$ cat src/sliding_window_median_outlier_flag_top_macros.svh
// Assertion macros for the sliding-window median outlier flag.
`ifndef SLIDING_WINDOW_MEDIAN_OUTLIER_FLAG_TOP_MACROS_SVH
`define SLIDING_WINDOW_MEDIAN_OUTLIER_FLAG_TOP_MACROS_SVH

// Same-cycle implication, clocked by clk_i, off while rst_ni is low.
`define SWMO_ASSERT(lbl, ante, cons, msg) \
  lbl: assert property (@(posedge clk_i) disable iff (!rst_ni) (ante) |-> (cons)) \
    else $error(msg);

// Next-cycle implication, clocked by clk_i, off while rst_ni is low.
`define SWMO_ASSERT_NEXT(lbl, ante, cons, msg) \
  lbl: assert property (@(posedge clk_i) disable iff (!rst_ni) (ante) |=> (cons)) \
    else $error(msg);

`endif

$ cat src/swmo_pkg.sv
`timescale 1ns / 1ps
// Shared types and constants for the sliding-window median outlier flag.
package swmo_pkg;

  localparam int AMOUNT_W       = 8;
  localparam int LEN_CFG_W      = 11;
  localparam int TALLY_W        = 32;
  localparam int VALUE_BINS_DEF = 256;
  localparam int WINDOW_MAX_DEF = 1024;

  typedef struct packed {
    logic [AMOUNT_W-1:0] amount;
  } in_item_t;

  typedef struct packed {
    logic               notify;
    logic               window_full;
    logic [TALLY_W-1:0] notify_total;
  } out_item_t;

  typedef struct packed {
    logic [LEN_CFG_W-1:0] window_length;
  } cfg_item_t;

  typedef struct packed {
    logic cfg_wr;
    logic clr_wr;
    logic take;
    logic scan_rd;
    logic dec_rd;
    logic dec_wr;
    logic inc_rd;
    logic inc_wr;
    logic emit;
  } cmd_t;

  typedef struct packed {
    logic clr_last;
    logic full;
    logic scan_done;
    logic out_free;
  } status_t;

endpackage

$ cat src/swmo_ctrl.sv
`timescale 1ns / 1ps
// Controller state machine: sequences clearing, median scan and histogram update.
module swmo_ctrl (
  input  logic              clk_i,
  input  logic              rst_ni,
  input  logic              in_valid_i,
  output logic              in_ready_o,
  input  logic              cfg_valid_i,
  output logic              cfg_ready_o,
  input  swmo_pkg::status_t status_i,
  output swmo_pkg::cmd_t    cmd_o
);
  import swmo_pkg::*;

  typedef enum logic [7:0] {
    ST_CLEAR  = 8'b0000_0001,
    ST_IDLE   = 8'b0000_0010,
    ST_SCAN   = 8'b0000_0100,
    ST_DEC_RD = 8'b0000_1000,
    ST_DEC_WR = 8'b0001_0000,
    ST_INC_RD = 8'b0010_0000,
    ST_INC_WR = 8'b0100_0000,
    ST_EMIT   = 8'b1000_0000
  } state_e;

  state_e state_q, state_d;
  logic   cfg_xfer;
  logic   in_xfer;

  // length writes only between items
  assign cfg_ready_o = (state_q == ST_IDLE) || (state_q == ST_CLEAR);
  assign cfg_xfer    = cfg_valid_i && cfg_ready_o;
  assign in_ready_o  = (state_q == ST_IDLE) && !cfg_valid_i;
  assign in_xfer     = in_valid_i && in_ready_o;

  always_comb begin
    state_d = state_q;
    cmd_o   = '0;
    unique case (state_q)
      ST_CLEAR: begin
        cmd_o.clr_wr = 1'b1;
        if (status_i.clr_last) begin
          state_d = ST_IDLE;
        end
      end
      ST_IDLE: begin
        if (in_xfer) begin
          cmd_o.take = 1'b1;
          state_d    = status_i.full ? ST_SCAN : ST_INC_RD;
        end
      end
      ST_SCAN: begin
        cmd_o.scan_rd = 1'b1;
        if (status_i.scan_done) begin
          state_d = ST_DEC_RD;
        end
      end
      ST_DEC_RD: begin
        cmd_o.dec_rd = 1'b1;
        state_d      = ST_DEC_WR;
      end
      ST_DEC_WR: begin
        cmd_o.dec_wr = 1'b1;
        state_d      = ST_INC_RD;
      end
      ST_INC_RD: begin
        cmd_o.inc_rd = 1'b1;
        state_d      = ST_INC_WR;
      end
      ST_INC_WR: begin
        cmd_o.inc_wr = 1'b1;
        state_d      = ST_EMIT;
      end
      ST_EMIT: begin
        if (status_i.out_free) begin
          cmd_o.emit = 1'b1;
          state_d    = ST_IDLE;
        end
      end
      default: begin
        state_d = ST_CLEAR;
      end
    endcase
    // a length write restarts the window
    if (cfg_xfer) begin
      cmd_o        = '0;
      cmd_o.cfg_wr = 1'b1;
      state_d      = ST_CLEAR;
    end
  end

  always_ff @(posedge clk_i or negedge rst_ni) begin
    if (!rst_ni) begin
      state_q <= ST_CLEAR;
    end else begin
      state_q <= state_d;
    end
  end
endmodule

$ cat config.mk
export PLATFORM = sky130hd
export DESIGN_NAME = swmo_ctrl
export DESIGN_NICKNAME = d
export VERILOG_FILES = /design/src/sliding_window_median_outlier_flag_top_macros.svh /design/src/swmo_pkg.sv /design/src/swmo_ctrl.sv
export SDC_FILE = /design/constraint.sdc
export NUM_CORES = 1
export LEC_CHECK = 0
export ABC_AREA = 1
export BUFFER_PORTS_ARGS = -buffer_cell sky130_fd_sc_hd__buf_4
export CAP_MARGIN = 20
export CORE_UTILIZATION = 45
export CTS_CLUSTER_SIZE = 24
export DETAILED_ROUTE_END_ITERATION = 16
export GPL_ROUTABILITY_DRIVEN = 0
export GPL_TIMING_DRIVEN = 0
export HOLD_SLACK_MARGIN = 0.12
export PLACE_DENSITY = 0.73
export RECOVER_POWER = 100
export REMOVE_ABC_BUFFERS = 1
export SLEW_MARGIN = 0
export SYNTH_ARGS = -nofsm -noshare
export SYNTH_HDL_FRONTEND = slang
export SYNTH_SLANG_ARGS = --single-unit
$ cat constraint.sdc
create_clock -name clk_i -period 2.28 [get_ports clk_i]
set_clock_uncertainty 0.15 [all_clocks]
set_input_delay 0.342 -clock clk_i [delete_from_list [all_inputs] [get_ports clk_i]]
set_output_delay 0.342 -clock clk_i [all_outputs]
set_load 0.005 [all_outputs]
# Word-level counts from Yosys, hierarchy flattened
# Cells that the tools add are included.
word_totals:
  reg_bits: 8
  inputBits: 8
  output_inout_bits: 11
classes:
  n_eq_ne: 12
  n_mux: 18
  n_reduce_logical: 6
op_table:
  columns: ["operator", "n"]
  rows:
  - ["one-hot mux 8 bit (8 select lines)", 1]
  - ["two-way mux 8 bit", 5]
  - ["inequality test 3 bit (second input constant)", 4]
  - ["two-way mux 1 bit", 10]
  - ["two-way mux 9 bit", 1]
  - ["equality test 8 x 1 -> 1 bit (second input constant)", 1]
  - ["equality test 8 x 2 -> 1 bit (second input constant)", 1]
  - ["equality test 8 x 3 -> 1 bit (second input constant)", 1]
  - ["equality test 8 x 4 -> 1 bit (second input constant)", 1]
  - ["equality test 8 x 5 -> 1 bit (second input constant)", 1]
  - ["equality test 8 x 6 -> 1 bit (second input constant)", 1]
  - ["equality test 8 x 7 -> 1 bit (second input constant)", 1]
  - ["equality test 8 bit (second input constant)", 1]
  - ["two-way mux 6 bit", 1]
  - ["AND reduction 4 bit", 1]
  - ["logical AND 1 bit", 3]
  - ["logical NOT 1 bit", 1]
  - ["logical OR 1 bit", 1]

# Logic depth before layout (Yosys ltp)
# Gate-level depths: netlist of run 1.
depth:
  ltp_word: 6
  mapped_depth: 9
  depth_no_buf: 9

# Worst setup path before layout of run 1
# No wires, ideal clock.
synth_path:
  path_type: "register to output"
  startpoint: "register state_q[0]"
  endpoint: "output cmd_o[8] in the netlist's numbering"
  arrival_time_ns: 1.101
  required_ns: 1.788
  setup_slack_ns: 0.687
  stages_incl_launch_ff: 8
  path_buffers: 1
  cell_sequence: "dfstp_2 > nand2_1 > nor2_1 > nand2_2 > nand2_4 > nand2_4 > inv_1 > buf_4"
synth_lines:
  columns: ["item", "line_no", "rtl"]
  rows:
  - ["from (decl)", "swmo_ctrl.sv:26", "state_e state_q, state_d;"]
  - ["from (signal assigned)", "swmo_ctrl.sv:96", "state_q <= state_d;"]
  - ["to (decl)", "swmo_ctrl.sv:11", "output swmo_pkg::cmd_t cmd_o"]

==> metrics, run 1 <==
outcome=finished clean; max reg flops=8; fin crit share=91.7%; nets=129; beginning of the worst hold path=status_i[1]; Critical Path RT=1790 ps; Hold Vio Cnt, Final=0; Mean Syn Cell Area=6.79 sq um; Core Area=1350 sq um; Comb power frac=53.8%; Finished Layout Cells=135; Worst-Margin Slew=398 ps; Clock Power Share=17.3%; detailed-route via count=609; RSZ-0062 raised after global routing=no; post-synthesis simple-gate area fraction=51.8%; Reg area=201 sq um; die area=1650 sq um; setup TNS=0 ps; vias in the first global route=495; drt drc=0; Synth Cell Area=672 sq um; power density over the cells=824 nW/um^2; Synth Area in Compound Gates=2.79%; H-tree depth=1; Post-Syn Instances=99; CTS tree=done; Largest regs=state_q: 8 flops; Critical Path Fanout Max=4; reg2reg start=state_q[1]$_DFFE_PN0P_; Synth warnings=0; clk slew on worst S/H paths=50 ps; r2r endpoint=state_q[3]$_DFFE_PN0P_; Synth top area share=26.1%; Max clock buf depth=2; Max Clock Freq=478 MHz; kind of critical path=reg2out; Slew HR=73.4%; minimum clock period=2090 ps; P_leak=0.527 nW; worst ir drop on vdd=0.000668 V; Sw Ratio=42.2%; DRT antenna net count=0; Final Core Density=59.5%; dpl cells=130; Rows=13; post-synthesis adder-cell area fraction=0%; synth top area cells=dfrtp_1, nor2_1, inv_1, nand2_1, nand2_4; Reg power frac=28.8%; sw power=279 uW; DR pass1 iterations=4; Yosys reg bits=8; 1st-iter DRT viols=18; post-CTS resize count=0; CTS Hold Buffers Added=1; R2R setup slack=630 ps; XOR/XNOR share of the synthesized area=0%; post-CTS setup buffers=0; largest family of logic cells by synthesized area=simple AND/OR/NAND/NOR gates; CTS Buf Count=3; initial core utilization=49.8%; biggest area consumer among synthesized cells=dfrtp_1; startpoint types=register; reg2reg path depth=8; post-synthesis sequential area ratio=30.0%; vias per inst=4.51; ANT cells=0; CP Capture Type=output port; largest net degree at the start of global routing=9; I/O pin cnt=19; CTS root buffer=clkbuf_4; Hold Path Stages=4; Hold Crit Class=in2reg; WP data arrival=1600 ps; Final Max Tran Viols=0; detailed placement HPWL=1070 um; CTS Sinks=8; fraction of synthesized area in multiplexers=0%; most flop-heavy register=state_q; first-pass GRT wire length=1980 um; Port Buffer Count=18; max cap viols=0; multi-input logic area=327 sq um; GRT overflow=0; Synth cell types=19; Die Wd=40.6 um; DRT Wirelength=1290 um; worst skew pair latency=260 ps; WHS Endpoint=state_q[2]$_DFFE_PN0P_; fill cell count=134; Tot GR Track Use=19.3%; Setup Viol. Count Final=0; layout cells sized above 1=29.2%; chip height=40.6 um; internal power=383 uW; P&R area growth vs syn=19.6%; drt wl/cell=9.59 um; antenna violations before repair=0
[cells by family after synthesis]
| group | Yosys count |
|---|---|
| AOI/OAI and AO/OA | 3 |
| buffers and inverters | 25 |
| DFF | 8 |
| and+or+nand+nor | 63 |
[cells in the mapped netlist]
cell     count
a21oi_2      1
buf_4        2
dfrtp_1      7
dfstp_2      1
inv_1       18
inv_2        4
inv_4        1
nand2_1     17
nand2_2      4
nand2_4      4
nand3_1      6
nand3_2      1
nand3_4      1
nand4_1      2
nor2_1      20
nor2_2       6
nor2_4       1
nor2_8       1
o21ai_0      2
[worst max path at each step]
stage / cells past startpoint / start / slack, ps / end
floorplan: 7 / state_q[0]$_DFFE_PN1P_ / 720 / cmd_o[7]
global placement: 8 / state_q[0]$_DFFE_PN1P_ / 570 / cmd_o[7]
detailed placement: 8 / state_q[0]$_DFFE_PN1P_ / 550 / cmd_o[7]
CTS: 8 / state_q[0]$_DFFE_PN1P_ / 280 / cmd_o[7]
global route: 8 / state_q[0]$_DFFE_PN1P_ / 120 / cmd_o[7]
finish: 8 / state_q[0]$_DFFE_PN1P_ / 190 / cmd_o[7]
[layout make-up]
cell class,instances,area share (%)
Timing Repair Buffer,19,17.6
Sequential cell,8,25.1
Clock buffer,4,3.27
Inverter,23,11.1
Multi-Input combinational cell,66,40.7
Tap cell,15,2.34
[power by group through the flow]
| stage | combinational (mW) | sequential [mW] | clock (mW) |
|---|---|---|---|
| after floorplan | 0.290 | 0.191 | 0 |
| after global placement | 0.400 | 0.194 | 0 |
| after detailed placement | 0.403 | 0.195 | 0 |
| after CTS | 0.406 | 0.193 | 0.115 |
| after global routing | 0.394 | 0.194 | 0.124 |
| final | 0.356 | 0.191 | 0.115 |
[routing by layer]
layer	global-route usage [%]	up-vias	wire length [um]
met4	12.5	0	17
met2	30.2	19	637
met5	0	-	0
met1	23.3	256	597
met3	4.89	3	42
li1	-	331	-
[cell usage in the layout (no fill, tap or decap)]
cell | synthesis | final
inv_2 | 4 | 3
nor2_8 | 1 | 1
nand2_1 | 17 | 21
nand4_1 | 2 | 2
clkbuf_1 | 0 | 2
nand2_4 | 4 | 2
nand3_4 | 1 | 1
o21ai_0 | 2 | 2
nand2_2 | 4 | 2
nand3_1 | 6 | 7
inv_1 | 18 | 19
nor2_2 | 6 | 3
a21oi_2 | 1 | 1
nor2_1 | 20 | 24
dfstp_2 | 1 | 1
dfrtp_1 | 7 | 7
inv_4 | 1 | 1
buf_4 | 2 | 12
dlygate4sd3_1 | 0 | 1
clkbuf_4 | 0 | 8
[metrics by stage]
stage	setup slack, ps	hold slack, ps	area [sq um]	power (mW)
after CTS	276	193	847	0.713
after global routing	121	227	803	0.712
after floorplan	721	-104	657	0.482
final	190	179	803	0.662
after detailed placement	552	9.87	811	0.598
after global placement	567	9.06	811	0.594
[critical path: stages, from the launching register on]
cell     delay (ps)
dfstp_2         550
nand2_1          60
nor2_1           90
nand2_1         100
nand2_1         190
nand2_4          90
inv_1            80
nor2_1           40
buf_4           130
Power figures use the tool's default switching activity.
==> inputs of run 2 (changes only) <==
--- a/config.mk
+++ b/config.mk
@@ -16,7 +16,6 @@
 export HOLD_SLACK_MARGIN = 0.12
 export PLACE_DENSITY = 0.73
 export RECOVER_POWER = 100
-export REMOVE_ABC_BUFFERS = 1
 export SLEW_MARGIN = 0
 export SYNTH_ARGS = -nofsm -noshare
 export SYNTH_HDL_FRONTEND = slang
==> metrics, run 2 (synthesized netlist as in run 1, its figures left out) <==
CTS Sinks=8; clk slew on worst S/H paths=50 ps; Critical Path RT=1790 ps; DRT antenna net count=0; total power=705 uW; I/O pin cnt=19; kind of critical path=reg2out; P&R area growth vs syn=24.2%; Rows=13; Setup Viol. Count Final=0; P_leak=0.535 nW; WP buf/inv=4; largest net degree at the start of global routing=9; busiest grt layer=met2; Hold Crit Class=in2reg; detailed-route via count=616; vias per inst=4.50; max reg flops=8; CP Capture Type=output port; worst ir drop on vdd=0.000782 V; Mapped Nets=107; Port Buffer Count=18; Core Area=1350 sq um; ANT cells=0; most flop-heavy register=state_q; met1 Use GR=23.8%; Critical Path Fanout Max=5; CP max-delay cell=dfrtp_1; power density over the cells=845 nW/um^2; nets=131; chip height=40.6 um; Final Max Tran Viols=0; initial core utilization=49.8%; CTS tree=done; CP Cell Sequence=nor2_1 -> nand2_4 -> inv_1 -> nand4_1 -> inv_1 -> clkbuf_4 -> buf_4; die area=1650 sq um; Worst Hold Slack=194 ps; vias in the first global route=488; Critical Path Most Common Cell=inv_1; fin crit share=89.7%; CP max stage delay=400 ps; post-CTS resize count=0; H-tree depth=1; DR pass1 iterations=4; Hold Vio Cnt, Final=0; Tot GR Track Use=18.9%; DRT Wirelength=1280 um; antenna violations before repair=0; Max clock buf depth=2; GR Util met3=3.26%; Largest regs=state_q: 8 flops; drt wl/cell=9.31 um; 1st-iter DRT viols=11; layout cells sized above 1=32.0%; CTS root buffer=clkbuf_4; detailed placement HPWL=1110 um; Worst-Margin Slew=379 ps; minimum clock period=2050 ps; drt drc=0; most common cell after layout, fill and taps aside=nor2_1; CTS Buf Count=3; M2 GR Usage=30.6%; CP delay by family, top=simple AND/OR/NAND/NOR gates; post-CTS setup buffers=0; startpoint types=register; Max Clock Freq=489 MHz; outcome=finished clean; setup TNS=0 ps; WP data arrival=1550 ps; first-pass GRT wire length=1930 um; worst skew pair latency=250 ps; max cap viols=0; Slew HR=74.7%; commonest cells after routing, fill and taps aside=nor2_1, inv_1, nand2_1, buf_4, clkbuf_4; GRT overflow=0; RSZ-0062 raised after global routing=no; Die Wd=40.6 um
[run 2: layout make-up]
class / count / area, sq um
Inverter: 23 / 88.8
Multi-Input combinational cell: 66 / 347
Sequential cell: 8 / 201
Timing Repair Buffer: 19 / 138
Fill cell: 141 / 515
Tap cell: 15 / 18.8
Clock buffer: 4 / 26.3
Buffer: 2 / 15.0
[run 2: timing repair]
| item | 4_1_cts | 5_1_grt |
|---|---|---|
| endpoints found under the setup margin | 0 | 0 |
| endpoints found under the hold margin | 8 | 0 |
| hold buffers | 1 | 0 |
[run 2: path summary, 6_finish.rpt]
path                                           to              startpoint  depth (start not counted)  slack (ps)
min in group asynchronous  state_q[6]$_DFFE_PN0P_                  rst_ni                          2         370
setup / recovery                         cmd_o[1]  state_q[1]$_DFFE_PN0P_                          7         230
setup reg to reg           state_q[1]$_DFFE_PN0P_  state_q[1]$_DFFE_PN0P_                          8         670
hold / removal             state_q[2]$_DFFE_PN0P_             status_i[1]                          4         190
max in group asynchronous  state_q[0]$_DFFE_PN1P_                  rst_ni                          2        1290
hold reg to reg            state_q[6]$_DFFE_PN0P_  state_q[2]$_DFFE_PN0P_                          3         450
[run 2: tightest hold or removal path, stage by stage]
cell and delay [ps]:
buf_4 80, nor2_1 40, inv_1 40, nand2_1 40
[run 2: through the flow]
stage / worst slack, ps / cell area [sq um] / utilization (%) / cells
after floorplan: 687 / 672 / - / 99
final: 235 / 835 / 61.8 / 137
after CTS: 265 / 862 / 63.9 / 137
after global routing: 131 / 835 / 61.8 / 137
after global placement: 547 / 826 / 61.2 / 132
after detailed placement: 535 / 826 / 61.2 / 132
[run 2: per-layer routing]
metal | vias to the layer above | wire length, um
met4 | 0 | 0
met1 | 267 | 612
met3 | 0 | 27
met2 | 12 | 636
li1 | 337 | -
met5 | - | 0
[run 2: where the power goes]
part | internal [mW] | switching, mW | total [mW]
Combinational | 0.172 | 0.234 | 0.406
Sequential | 0.168 | 0.0189 | 0.187
Clock | 0.0668 | 0.0456 | 0.112
Total | 0.407 | 0.298 | 0.705
